### config.mk
export PLATFORM = sky130hd
export DESIGN_NAME = midi_track_event_encoder_unit
export DESIGN_NICKNAME = d
export VERILOG_FILES = /design/src/hw/rtl/mtee_pkg.sv /design/src/hw/rtl/midi_track_event_encoder_unit.sv
export SDC_FILE = /design/constraint.sdc
export NUM_CORES = 1
export LEC_CHECK = 0
export ABC_AREA = 1
export BUFFER_PORTS_ARGS = -buffer_cell sky130_fd_sc_hd__buf_2
export CORE_MARGIN = 8
export CORE_UTILIZATION = 45
export CTS_CLUSTER_DIAMETER = 30
export DETAILED_ROUTE_END_ITERATION = 10
export GPL_TIMING_DRIVEN = 0
export PLACE_DENSITY = 0.64
export SLEW_MARGIN = 20
export SYNTH_ARGS = -nofsm -noshare
export SYNTH_HDL_FRONTEND = slang
export SYNTH_SLANG_ARGS = --single-unit
### constraint.sdc
create_clock -name i_clk -period 15.6 [get_ports i_clk]
set_clock_uncertainty 0.2 [all_clocks]
set_input_delay 3.12 -clock i_clk [delete_from_list [all_inputs] [get_ports i_clk]]
set_output_delay 3.12 -clock i_clk [all_outputs]
set_load 0.03 [all_outputs]
### src/hw/rtl/mtee_pkg.sv
// Package for the MIDI track event encoder: transaction payload types,
// event function codes and SMF byte constants. No dependencies.
package mtee_pkg;

    typedef enum logic [2:0] {
        FUNC_START    = 3'd0,
        FUNC_TEMPO    = 3'd1,
        FUNC_KEY      = 3'd2,
        FUNC_TIMESIG  = 3'd3,
        FUNC_PROGRAM  = 3'd4,
        FUNC_NOTE_ON  = 3'd5,
        FUNC_NOTE_OFF = 3'd6,
        FUNC_END      = 3'd7
    } t_func;

    typedef struct packed {
        logic [2:0]  func;
        logic [27:0] delta;
        logic [3:0]  channel;
        logic [7:0]  arg_a;
        logic [7:0]  arg_b;
        logic [23:0] tempo_us;
    } t_in;

    typedef struct packed {
        logic [7:0]  out_byte;
        logic        last;
        logic [31:0] track_length;
    } t_out;

    localparam logic [7:0] ST_PROGRAM  = 8'hC0;
    localparam logic [7:0] ST_NOTE_ON  = 8'h90;
    localparam logic [7:0] ST_NOTE_OFF = 8'h80;
    localparam logic [7:0] META        = 8'hFF;
    localparam logic [7:0] META_END    = 8'h2F;
    localparam logic [7:0] META_SET_TEMPO = 8'h51;
    localparam logic [7:0] META_TIME   = 8'h58;
    localparam logic [7:0] META_KEY    = 8'h59;
    localparam logic [7:0] VLQ_CONT    = 8'h80;
    localparam logic [6:0] VLQ_MASK    = 7'h7F;
    localparam logic [7:0] CLOCKS_PER_CLICK = 8'd24;
    localparam logic [7:0] NOTES_32_PER_Q   = 8'd8;
    localparam logic [7:0] HDR_M = 8'h4D;
    localparam logic [7:0] HDR_T = 8'h54;
    localparam logic [7:0] HDR_R = 8'h72;
    localparam logic [7:0] HDR_K = 8'h6B;
    localparam logic [3:0] HDR_LEN = 4'd8;

endpackage

### src/hw/rtl/midi_track_event_encoder_unit.sv
// MIDI track event encoder top level: turns one track event transaction into
// its Standard MIDI File bytes, one byte per output transaction.
// Depends on mtee_pkg for payload types and constants.
// Flow: an accepted event lands in the event register; its bytes then move
//   one at a time into the output register, which holds while stalled.
// Events: n bytes each (3 to 11; start is 8); the next event enters as the
//   last byte moves out, so events stream with no gap.
// Reset: synchronous, active low; clears the event and output valid flags,
//   the byte index and the running track byte count.
module midi_track_event_encoder_unit (
    input  logic            i_clk,
    input  logic            i_rst_n,
    input  logic            i_in_valid,
    output logic            o_in_stall,
    input  mtee_pkg::t_in   i_in_data,
    output logic            o_out_valid,
    input  logic            i_out_stall,
    output mtee_pkg::t_out  o_out_data
);

    // Event register and the index of the next byte to emit from it
    mtee_pkg::t_in  r_evt;
    logic           r_evt_vld;
    logic [3:0]     r_idx;

    // Output register and running count of bytes since the header
    mtee_pkg::t_out r_out;
    logic           r_out_vld;
    logic [31:0]    r_count;

    logic [6:0]     g3, g2, g1, g0;
    logic [2:0]     vlq_len;
    logic [1:0]     vlq_sel;
    logic [7:0]     vlq_byte;
    logic [3:0]     body_idx;
    logic [7:0]     body_byte;
    logic [3:0]     body_len;
    logic [3:0]     total_len;
    logic [7:0]     cur_byte;
    logic           cur_last;
    logic           is_start;
    logic           out_load;
    logic           evt_done;
    logic           in_accept;
    mtee_pkg::t_func func;

    assign func     = mtee_pkg::t_func'(r_evt.func);
    assign is_start = (func == mtee_pkg::FUNC_START);

    // Split the delta into 7-bit groups, most significant first
    always_comb begin
        g3 = r_evt.delta[27:21] & mtee_pkg::VLQ_MASK;
        g2 = r_evt.delta[20:14] & mtee_pkg::VLQ_MASK;
        g1 = r_evt.delta[13:7]  & mtee_pkg::VLQ_MASK;
        g0 = r_evt.delta[6:0]   & mtee_pkg::VLQ_MASK;
        if (g3 != 7'd0) begin
            vlq_len = 3'd4;
        end else if (g2 != 7'd0) begin
            vlq_len = 3'd3;
        end else if (g1 != 7'd0) begin
            vlq_len = 3'd2;
        end else begin
            vlq_len = 3'd1;
        end
        // Skip the leading zero groups: byte k is group (k + 4 - len)
        vlq_sel = r_idx[1:0] + 2'(3'd4 - vlq_len);
        case (vlq_sel)
            2'd0:    vlq_byte = mtee_pkg::VLQ_CONT | {1'b0, g3};
            2'd1:    vlq_byte = mtee_pkg::VLQ_CONT | {1'b0, g2};
            2'd2:    vlq_byte = mtee_pkg::VLQ_CONT | {1'b0, g1};
            default: vlq_byte = {1'b0, g0};
        endcase
    end

    // Select the event body byte after the delta
    always_comb begin
        body_idx  = r_idx - {1'b0, vlq_len};
        body_byte = 8'h00;
        body_len  = 4'd3;
        case (func)
            mtee_pkg::FUNC_TEMPO: begin
                body_len = 4'd6;
                case (body_idx)
                    4'd0:    body_byte = mtee_pkg::META;
                    4'd1:    body_byte = mtee_pkg::META_SET_TEMPO;
                    4'd2:    body_byte = 8'd3;
                    4'd3:    body_byte = r_evt.tempo_us[23:16];
                    4'd4:    body_byte = r_evt.tempo_us[15:8];
                    default: body_byte = r_evt.tempo_us[7:0];
                endcase
            end
            mtee_pkg::FUNC_KEY: begin
                body_len = 4'd5;
                case (body_idx)
                    4'd0:    body_byte = mtee_pkg::META;
                    4'd1:    body_byte = mtee_pkg::META_KEY;
                    4'd2:    body_byte = 8'd2;
                    4'd3:    body_byte = r_evt.arg_a;
                    default: body_byte = r_evt.arg_b;
                endcase
            end
            mtee_pkg::FUNC_TIMESIG: begin
                body_len = 4'd7;
                case (body_idx)
                    4'd0:    body_byte = mtee_pkg::META;
                    4'd1:    body_byte = mtee_pkg::META_TIME;
                    4'd2:    body_byte = 8'd4;
                    4'd3:    body_byte = r_evt.arg_a;
                    4'd4:    body_byte = r_evt.arg_b;
                    4'd5:    body_byte = mtee_pkg::CLOCKS_PER_CLICK;
                    default: body_byte = mtee_pkg::NOTES_32_PER_Q;
                endcase
            end
            mtee_pkg::FUNC_PROGRAM: begin
                body_len = 4'd2;
                case (body_idx)
                    4'd0:    body_byte = mtee_pkg::ST_PROGRAM | {4'h0, r_evt.channel};
                    default: body_byte = r_evt.arg_a;
                endcase
            end
            mtee_pkg::FUNC_NOTE_ON: begin
                body_len = 4'd3;
                case (body_idx)
                    4'd0:    body_byte = mtee_pkg::ST_NOTE_ON | {4'h0, r_evt.channel};
                    4'd1:    body_byte = r_evt.arg_a;
                    default: body_byte = r_evt.arg_b;
                endcase
            end
            mtee_pkg::FUNC_NOTE_OFF: begin
                body_len = 4'd3;
                case (body_idx)
                    4'd0:    body_byte = mtee_pkg::ST_NOTE_OFF | {4'h0, r_evt.channel};
                    4'd1:    body_byte = r_evt.arg_a;
                    default: body_byte = r_evt.arg_b;
                endcase
            end
            mtee_pkg::FUNC_END: begin
                body_len = 4'd3;
                case (body_idx)
                    4'd0:    body_byte = mtee_pkg::META;
                    4'd1:    body_byte = mtee_pkg::META_END;
                    default: body_byte = 8'h00;
                endcase
            end
            default: begin
                body_len  = 4'd3;
                body_byte = 8'h00;
            end
        endcase
    end

    // Pick header, delta or body byte and flag the final byte of the event
    always_comb begin
        if (is_start) begin
            total_len = mtee_pkg::HDR_LEN;
            case (r_idx)
                4'd0:    cur_byte = mtee_pkg::HDR_M;
                4'd1:    cur_byte = mtee_pkg::HDR_T;
                4'd2:    cur_byte = mtee_pkg::HDR_R;
                4'd3:    cur_byte = mtee_pkg::HDR_K;
                default: cur_byte = 8'h00;
            endcase
        end else begin
            total_len = {1'b0, vlq_len} + body_len;
            cur_byte  = (r_idx < {1'b0, vlq_len}) ? vlq_byte : body_byte;
        end
        cur_last = (r_idx == total_len - 4'd1);
    end

    // Advance one byte whenever the output register is free or being drained;
    // take the next event as the last byte of this one leaves
    assign out_load   = r_evt_vld && (!r_out_vld || !i_out_stall);
    assign evt_done   = out_load && cur_last;
    assign o_in_stall = r_evt_vld && !evt_done;
    assign in_accept  = i_in_valid && !o_in_stall;

    always_ff @(posedge i_clk) begin
        if (!i_rst_n) begin
            r_evt_vld <= 1'b0;
            r_idx     <= 4'd0;
            r_out_vld <= 1'b0;
            r_count   <= 32'd0;
        end else begin
            if (in_accept) begin
                r_evt_vld <= 1'b1;
                r_idx     <= 4'd0;
            end else if (evt_done) begin
                r_evt_vld <= 1'b0;
                r_idx     <= 4'd0;
            end else if (out_load) begin
                r_idx <= r_idx + 4'd1;
            end

            if (out_load) begin
                r_out_vld <= 1'b1;
                // Header resets the count and is not counted itself
                r_count   <= is_start ? 32'd0 : r_count + 32'd1;
            end else if (!i_out_stall) begin
                r_out_vld <= 1'b0;
            end
        end
    end

    // Payload registers: hold while stalled
    always_ff @(posedge i_clk) begin
        if (in_accept) begin
            r_evt <= i_in_data;
        end
        if (out_load) begin
            r_out.out_byte     <= cur_byte;
            r_out.last         <= cur_last;
            r_out.track_length <= is_start ? 32'd0 : r_count + 32'd1;
        end
    end

    assign o_out_valid = r_out_vld;
    assign o_out_data  = r_out;

endmodule
Word-level counts from Yosys, hierarchy flattened
Cells that the tools add are included.
{ "totals": {"register_bits": 154, "in_bits": 79, "out_inout_bits": 43, "wordCells": 81} }
{ "classes": {"n_eq_ne": 19, "mux": 22, "bitwise": 1, "add_sub_neg": 7, "magnitude_cmp": 1, "reduce_logical": 18} }
{ "op_table": {"columns": ["operator", "n"], "rows": [
  ["one-hot mux 8 bit (7 select lines)", 1],
  ["one-hot mux 8 bit (2 select lines)", 3],
  ["one-hot mux 8 bit (6 select lines)", 1],
  ["one-hot mux 8 bit (5 select lines)", 1],
  ["adder 32 x 1 -> 32 bit, second input constant", 1],
  ["two-way mux 32 bit", 1],
  ["one-hot mux 8 bit (4 select lines)", 1],
  ["one-hot mux 7 bit (4 select lines)", 1],
  ["two-way mux 8 bit", 3],
  ["one-hot mux 8 bit (3 select lines)", 1],
  ["nonzero test 7 bit", 3],
  ["equality test 4 x 2 -> 1 bit, second input constant", 4],
  ["equality test 3 bit, second input constant", 4],
  ["one-hot mux 3 bit (4 select lines)", 1],
  ["equality test 4 x 1 -> 1 bit, second input constant", 2],
  ["equality test 4 x 3 -> 1 bit, second input constant", 2],
  ["zero test 4 bit", 2],
  ["equality test 3 x 2 -> 1 bit, second input constant", 2],
  ["two-way mux 3 bit", 2],
  ["adder 3 x 3 -> 4 bit", 1],
  ["adder 4 x 1 -> 4 bit, second input constant", 1],
  ["equality test 4 bit", 1],
  ["logical AND 1 bit", 4],
  ["zero test 1 bit", 4],
  ["18 further kinds", 21]
]} }

Longest topological paths before layout
Gate-level depths: netlist (run 1).
{ "logic_depth": {"depth_word": 14, "mapped_depth": 20, "ltp_nobuf": 20} }

Least setup slack after synthesis (run 1)
Ideal clock, no wire load.
{ "synth_timing": {"path_type": "input -> register", "start": "input i_out_stall", "end": "register r_evt, in the netlist func[0], enable pin", "n_path_buf": 0, "required_time_ns": 14.891, "setup_time_ns": 0.509, "arrival_time_ns": 6.998, "path_slack_ns": 7.893, "stages": 7, "path_cell_list": "nand2_1 nand2_1 clkinv_1 nand3_1 nand2_1 inv_1 nor2_1"} }
{ "synth_between": {"elab_chain_len": 8} }
{ "synth_rtl": {"columns": ["item", "line", "source"], "rows": [
  ["from (decl)", "midi_track_event_encoder_unit.sv:17", "input logic i_out_stall,"],
  ["zero test 1 bit", null, null],
  ["logical OR 1 bit", "midi_track_event_encoder_unit.sv:172", "assign out_load = r_evt_vld && (!r_out_vld || !i_out_stall);"],
  ["logical AND 1 bit", "midi_track_event_encoder_unit.sv:172", null],
  ["logical AND 1 bit", "midi_track_event_encoder_unit.sv:173", "assign evt_done = out_load && cur_last;"],
  ["zero test 1 bit", "midi_track_event_encoder_unit.sv:174", "assign o_in_stall = r_evt_vld && !evt_done;"],
  ["logical AND 1 bit", "midi_track_event_encoder_unit.sv:174", null],
  ["net o_in_stall", "midi_track_event_encoder_unit.sv:14", "output logic o_in_stall,"],
  ["zero test 1 bit", "midi_track_event_encoder_unit.sv:175", "assign in_accept = i_in_valid && !o_in_stall;"],
  ["logical AND 1 bit", "midi_track_event_encoder_unit.sv:175", null],
  ["net in_accept", "midi_track_event_encoder_unit.sv:44", "logic in_accept;"],
  ["to (signal assigned)", "midi_track_event_encoder_unit.sv:207", "r_evt <= i_in_data;"],
  ["to (decl)", "midi_track_event_encoder_unit.sv:22", "mtee_pkg::t_in r_evt;"]
]} }
The timed path passes the listed nets, and every way through them passes these cells.
A chain may end at the register's enable or synchronous reset.

Final worst setup path (run 1)
{ "layout_timing": {"start": "input i_out_stall", "end": "output o_in_stall"} }
{ "layout_between": {"elab_chain_len": 6} }
{ "layout_rtl": {"columns": ["item", "line"], "rows": [
  ["zero test 1 bit", null],
  ["logical OR 1 bit", "midi_track_event_encoder_unit.sv:172"],
  ["logical AND 1 bit", "midi_track_event_encoder_unit.sv:172"],
  ["logical AND 1 bit", "midi_track_event_encoder_unit.sv:173"],
  ["zero test 1 bit", "midi_track_event_encoder_unit.sv:174"],
  ["logical AND 1 bit", "midi_track_event_encoder_unit.sv:174"],
  ["to (decl)", "midi_track_event_encoder_unit.sv:14"]
]} }
No other way between the ends.

==> metrics.md, run 1 <==
| Metric | Value |
|---|---|
| Status | finished, final reports clean |
| Seq/Total Area, Yosys | 54.1% |
| Latest clock arrival within the worst-skew pair | 0.44 ns |
| Die W | 148 um |
| Via density | 5.27 |
| Hold EP | r_evt_vld |
| Antenna diodes | 0 |
| Worst r2r dst | g0[5] |
| Worst Max-Slew Pin Slew | 0.844 ns |
| Pre-CTS setup slack | 7.62 ns |
| Crit path required time | 12.28 ns |
| Final hold viol count | 0 |
| GR Util met3 | 3.97% |
| Via count of the first global-routing pass | 6361 |
| Final Power | 1.04 mW |
| Async set or reset register ratio after synthesis | 0% |
| Clk slew on worst S/H paths | 0.07 ns |
| Critical path origin | i_out_stall |
| Post-synth top cells | nand2_1 (213), edfxtp_1 (116), inv_1 (105) |
| Grt met2 use | 32.0% |
| Num Clock Sinks | 154 |
| Clock tree root buffer cell | clkbuf_16 |
| Yosys top cell by area | edfxtp_1 |
| Worst hold path class | reg2reg |
| Reg-to-reg setup timing slack | 10.80 ns |
| CTS Hold Buffers Added | 0 |
| DP Area | 8790 sq um |
| DP HPWL | 16.5 mm |
| Gr busiest metal | met2 |
| Final setup viols | 0 |
| CTS resizes | 0 |
| Area of the die | 21900 sq um |
| Remaining antenna violation count | 0 |
| Area Overhead vs Synth | 20.0% |
| Postcts setup bufs | 0 |
| Cells after Synth | 898 |
| Fin. max-slew vios | 0 |
| Crit path cell chain | buf_2, nand2_1, nand2_1, clkinv_1, nand3_1, nand2_1, inv_1, buf_2 |
| Final Cell Area | 9420 sq um |
| Total grt overflow | 0 |
| Max FO, Critical Path | 10 |
| Vias | 6737 |
| Num rows | 48 |
| Ports | 122 |
| Crit share post-route | 51.3% |
| Worst vdd ir | 0.0000789 V |
| Unrepaired setup endpoints after global routing | false |
| R2R depth | 16 |
| Min-delay src | r_evt_vld |
| Met1 Use GR | 25.7% |
| Max Buffers Root-to-Sink | 2 |
| Synth Cell Area | 7840 sq um |
| Port Buffers | 120 |
| Yosys top cell area share | 44.4% |
| Warnings from Yosys | 0 |
| PD cells | 111 nW/um^2 |
| Slowest cell delay on critical path | 0.37 ns |
| Avg Cell Area, Syn | 8.73 sq um |
| CP Launch Type | input port |
| Routed wire length | 21.6 mm |
| First-pass GRT wire length | 33.8 mm |
| Hold WS | 0.309 ns |
| Final worst setup slack | 7.60 ns |
| Gpl congestion | 0.954 |
| Crit Path Category | in2out |
| Most Frequent Cell on Critical Path | nand2_1 |
| DRT Pass-1 Iters | 7 |
| Drt wl/cell | 16.9 um |
| TritonCTS clock tree | yes |
| Flops & latches, synth | 154 |
| GRT Total Usage | 19.9% |
| Setup TNS Final | 0 ns |
| Residual DRC | 0 |
| Hold depth | 2 |
| Syn nets | 991 |
| Die height | 148 um |
| Relative slew slack | 43.3% |
| Library cells used by synthesis | 50 |
| Share of cells above drive strength 1 | 18.7% |
| Maximum number of pins on one net before global-route repair | 34 |
| H-Tree Depth | 4 |
| Worst r2r src | g2[1] |
| Count leader, synth | nand2_1 |
| Ys flop type | edfxtp_1 |
| Area contributors post-synth | edfxtp_1 (44%), nand2_1 (10%), dfxtp_1 (9.7%) |
| Top Family by Delay on Critical Path | buffers and inverters |
| Critical path endpoint category | output pin |
| Final worst path period need | 8.00 ns |
| WP buf/inv | 4 |
| Fmax | 125 MHz |
| Post-synth EDFFs | 116 |
| Starting Density | 45.7% |
| Slowest CP cell | clkinv_1 |
| Max-capacitance violation count | 0 |
| Core ar. | 17200 sq um |
| Critical Path AT | 4.68 ns |
| CTS buffer count | 17 |
| Pleak | 4.01 nW |
| Antenna violations before repair | 0 |
| Layout Nets | 1133 |
| Initial drt markers | 590 |
==> worst max path at each step <==
stage,endpoint,slack (ns),cells after the start
after CTS,o_in_stall,7.62,8
final,o_in_stall,7.60,8
after global routing,o_in_stall,7.46,8
after detailed placement,o_in_stall,7.62,8
after global placement,g0[0],6.31,8
after floorplan,func[0],7.89,7
==> registers in the layout, indices dropped and copies added, names as in the netlist <==
name	cells
r_count	32
g2	7
o_out_valid	1
r_evt	44
g1	7
g3	7
o_out_data	41
func	3
r_idx	4
r_evt_vld	1
g0	7
==> stage by stage <==
| stage | std cells | utilization [%] |
|---|---|---|
| floorplan | 898 | - |
| global placement | 1243 | 50.8 |
| detailed placement | 1246 | 51.2 |
| CTS | 1278 | 54.8 |
| global route | 1278 | 54.8 |
| finish | 1278 | 54.8 |
==> layout by cell type (no fill, tap or decap), types with 3 or more instances in the layout <==
cell and n:
a211oi_1 4, a21oi_1 59, a41oi_1 5, and2_1 3, buf_12 3, buf_2 127, clkbuf_1 13, clkbuf_16 19
dfxtp_1 38, edfxtp_1 116, ha_1 12, inv_1 105, inv_4 3, inv_6 3, nand2_1 213, nand2_2 3
nand3_1 60, nand4_1 30, nor2_1 94, nor2_2 4, nor2_4 3, nor3_1 13, nor4_1 6, o211ai_1 8
o21ai_0 43, or2_2 12, xnor2_1 4, xor2_1 8
==> worst reg2reg max path: cells and delay by family (launching register included) <==
kind	cells	cell delay, ns
and+or+nand+nor	8	2.19
adders and majority gates	3	0.92
buffers and inverters	3	0.44
DFF	1	0.40
AOI/OAI and AO/OA	1	0.16
xor gates and xnor gates	1	0.15
==> kinds of logic (layout without fill, tap and decap cells) <==
family	Yosys count	after routing	share of synthesized area (%)
xor gates and xnor gates	12	12	1.34
adders and majority gates	14	14	2.42
and+or+nand+nor	460	460	26.6
DFF	154	154	54.1
AOI/OAI and AO/OA	128	128	9.09
buffers and inverters	130	285	6.43
==> report_power, final <==
| part | switching, mW | leakage (nW) | internal (mW) |
|---|---|---|---|
| Combinational | 0.0804 | 2.28 | 0.0374 |
| Clock | 0.175 | 0.310 | 0.261 |
| Sequential | 0.0165 | 1.42 | 0.473 |
| Total | 0.272 | 4.01 | 0.772 |
==> metal layers <==
metal | vias to the layer above | wire length, um
li1 | 3330 | -
met1 | 3094 | 9390
met2 | 281 | 10300
met3 | 32 | 1460
met4 | 0 | 504
met5 | - | 0
==> final cells by class <==
type	count	area, sq um
Fill cell	1630	7760
Tap cell	225	282
Inverter	108	405
Sequential cell	154	4240
Clock inverter	11	128
Buffer	22	100
Clock buffer	21	493
Multi-Input combinational cell	614	3100
Timing Repair Buffer	123	661
No activity file was read; power rests on OpenSTA's default activity.
==> run 2: changes to the inputs <==
Settings changed: ABC_AREA 1 to 0, PLACE_DENSITY 0.64 to 0.66.
Clock period 15.6 ns to 6.58 ns, I/O delays scaled along.
==> run 2 against run 1 <==
Register-to-register slack lost 9.5 ns. Core utilization shrank 0.66 points. Critical path type is now reg2out. Final area grew 1.9%. Via count shrank 7.7%.
==> metrics.md, run 2 <==
| Metric | Value |
|---|---|
| Unrepaired setup endpoints after global routing | false |
| Count leader, synth | edfxtp_1 |
| Area contributors post-synth | edfxtp_1 (43%), dfxtp_1 (9.5%), a21oi_1 (3.2%) |
| Final hold viol count | 0 (unchanged) |
| Max FO, Critical Path | 6 (-4) |
| Postcts setup bufs | 0 (unchanged) |
| GR Util met3 | 3.96% (-0.013 points) |
| Met1 Use GR | 23.5% (-2.2 points) |
| Cells after Synth | 728 (-19%) |
| Die W | 150 um (+1.0%) |
| XOR/XNOR Fraction of Synth Area | 4.11% (+2.8 points) |
| Area Overhead vs Synth | 19.5% |
| Yosys top cell area share | 43.4% (-1.0 points) |
| Clk slew on worst S/H paths | 0.07 ns (about the same) |
| Status | finished, final reports clean |
| Post-synth top cells | edfxtp_1 (116), nand2_1 (67), a21oi_1 (52) |
| Worst hold path class | reg2reg |
| Remaining antenna violation count | 0 (unchanged) |
| Critical Path AT | 4.75 ns (+0.07 ns) |
| Num Clock Sinks | 154 (unchanged) |
| TritonCTS clock tree | yes |
| Simple-Gate Fraction of Synth Area | 16.6% (-10 points) |
| Slowest CP cell | fa_1 |
| Max reg flops | 44 (unchanged) |
| Vias | 6221 (-7.7%) |
| Crit Path Category | reg2out |
| Slowest cell delay on critical path | 0.54 ns (+0.17 ns) |
| Latest clock arrival within the worst-skew pair | 0.44 ns (about the same) |
| Crit share post-route | 95.2% |
| Via density | 5.60 (+6.2%) |
| Maximum number of pins on one net before global-route repair | 51 (+50%) |
| Port Buffers | 121 (+0.83%) |
| Fin. max-slew vios | 0 (unchanged) |
| Worst vdd ir | 0.000195 V (+150%) |
| Dpl cells | 1079 (-13%) |
| Final setup viols | 0 (unchanged) |
| Layout Nets | 962 (-15%) |
| Yosys top cell by area | edfxtp_1 |
| Relative slew slack | 38.2% (-5.1 points) |
| DP HPWL | 15.1 mm (-8.9%) |
| H-Tree Depth | 4 (unchanged) |
| Warnings from Yosys | 0 (unchanged) |
| Antenna diodes | 0 (unchanged) |
| Pleak | 3.51 nW (-12%) |
| Gr busiest metal | met2 |
| Final worst setup slack | 0.316 ns (-7.29 ns) |
| CTS resizes | 0 (unchanged) |
| Mux cell area share after synthesis | 4.07% (+4.1 points) |
| Via count of the first global-routing pass | 6079 (-4.4%) |
| # fillers | 1577 (-3.3%) |
| Async set or reset register ratio after synthesis | 0% (unchanged) |
| Library cells used by synthesis | 89 (+78%) |
| Routed wire length | 20.6 mm (-4.8%) |
| Synth Area in Adders | 2.37% (-0.056 points) |
| Fmax | 160 MHz |
| Clock tree root buffer cell | clkbuf_16 |
| DRT Pass-1 Iters | 5 (-2) |
| Initial drt markers | 531 (-10%) |
| Die height | 150 um (+1.0%) |
| First-pass GRT wire length | 32.5 mm (-3.8%) |
| Max-capacitance violation count | 0 (unchanged) |
| Largest family of logic cells by synthesized area | simple AND/OR/NAND/NOR gates |
| Commonest non-fill, non-tap cell in the layout | buf_2 |
| Crit path required time | 5.06 ns (-7.22 ns) |
| Ports | 122 (unchanged) |
| CTS buffer count | 17 (unchanged) |
| PD cells | 254 nW/um^2 (+130%) |
| Top reg by flops | r_evt |
| Core ar. | 17700 sq um (+3.2%) |
| CP Launch Type | register |
| Antenna violations before repair | 0 (unchanged) |
| Synth Cell Area | 8030 sq um (+2.4%) |
| Area of the die | 22400 sq um (+2.1%) |
| Final std cells w/o fill | 1111 (-13%) |
| Avg Cell Area, Syn | 11.0 sq um (+26%) |
| Flops & latches, synth | 154 (unchanged) |
| Gpl congestion | 0.949 (-0.44%) |
| Pre-CTS setup slack | 0.631 ns (-6.99 ns) |
| Starting Density | 45.3% (-0.35 points) |
| Final worst path period need | 6.26 ns |
| Num rows | 49 (+2.1%) |
| Total grt overflow | 0 (unchanged) |
| Drt wl/cell | 18.5 um (+9.5%) |
| Setup TNS Final | 0 ns (unchanged) |
| Ys flop type | edfxtp_1 |
| Grt met2 use | 30.8% (-1.2 points) |
| Worst Max-Slew Pin Slew | 0.920 ns (+0.0761 ns) |
| Critical path endpoint category | output pin |
| Crit path cell chain | or4_1, nor4_1, inv_1, o21ai_0, fa_1, nand2b_1, ha_1, xnor2_1, or4b_1, a21oi_1, o21ai_1, nor4_4, nor2_1, buf_2 |
| Seq/Total Area, Yosys | 52.9% (-1.2 points) |
| Complex-gate fraction of the synthesized area | 16.5% (+7.4 points) |
| GRT Total Usage | 18.6% (-1.3 points) |
| CTS Hold Buffers Added | 0 (unchanged) |
| Residual DRC | 0 (unchanged) |
| Post-synth EDFFs | 116 (unchanged) |
| Most frequent cells in the layout | buf_2 (130), edfxtp_1 (116), nand2_1 (67) |
| Share of cells above drive strength 1 | 23.4% (+4.6 points) |
| Max Buffers Root-to-Sink | 2 (unchanged) |
| Syn nets | 821 (-17%) |
-- run 2: cell types whose count changed in the layout (fill, tap and decap cells not counted), moves of 18 or more --
| cell | delta |
|---|---|
| nand2_1 | -146 |
| a21boi_0 | +18 |
| nand4_1 | -22 |
| inv_1 | -89 |
| nor2_1 | -44 |
| nand3_1 | -45 |
-- run 2: cell type report --
class                           instances  area [sq um]  area share [%]
Timing Repair Buffer                  122           633            6.60
Clock inverter                         15           205            2.14
Clock buffer                           17           425            4.43
Tap cell                              229           287            2.99
Sequential cell                       154          4240            44.2
Multi-Input combinational cell        516          3520            36.7
Buffer                                 41           214            2.23
Inverter                               17          63.8           0.665
-- run 2: power by group --
| group | switching (mW) | internal, mW |
|---|---|---|
| registers | 0.0227 | 1.10 |
| clock network | 0.443 | 0.612 |
| logic | 0.168 | 0.0908 |
| total | 0.633 | 1.80 |
-- run 2: stage by stage --
| stage | util (%) | hold WS (ns) | instance area (sq um) | power (mW) |
|---|---|---|---|---|
| finish | 54.2 | 0.306 | 9600 | 2.44 |
| global route | 54.2 | 0.341 | 9600 | 2.51 |
| CTS | 54.1 | 0.308 | 9590 | 2.45 |
| detailed placement | 50.5 | 0.298 | 8960 | 1.40 |
| global placement | 50.3 | 0.293 | 8920 | 1.40 |
| floorplan | - | 0.265 | 8030 | 1.30 |
-- run 2: final timing paths --
path	start	endpoint	slack, ns	cells after the start
hold reg to reg	r_count[22]	r_count[22]	0.31	2
setup / recovery	g2[4]	o_in_stall	0.32	14
setup reg to reg	g2[4]	o_out_data[37]	1.29	13
hold / removal	r_count[22]	r_count[22]	0.31	2
-- run 2: worst max-delay path: cells and delay by family (launching register included) --
family          cells  cell delay (ns)
buf+inv             2             0.28
flops               1             0.42
simple gates        6             1.97
xor+xnor            1             0.18
fa+ha+maj           2             0.74
compound gates      3             0.72
-- run 2: kinds of logic after synthesis --
logic type,Yosys count
mux,23
compound gates,198
xor+xnor,36
buf+inv,58
fa+ha+maj,14
flops,154
simple gates,245
-- run 2: per-layer routing --
layer / vias to the layer above / part of all wire, %
li1: 3026 / -
met1: 2931 / 44
met2: 232 / 48
met3: 32 / 6.1
met4: 0 / 2.0
met5: - / 0
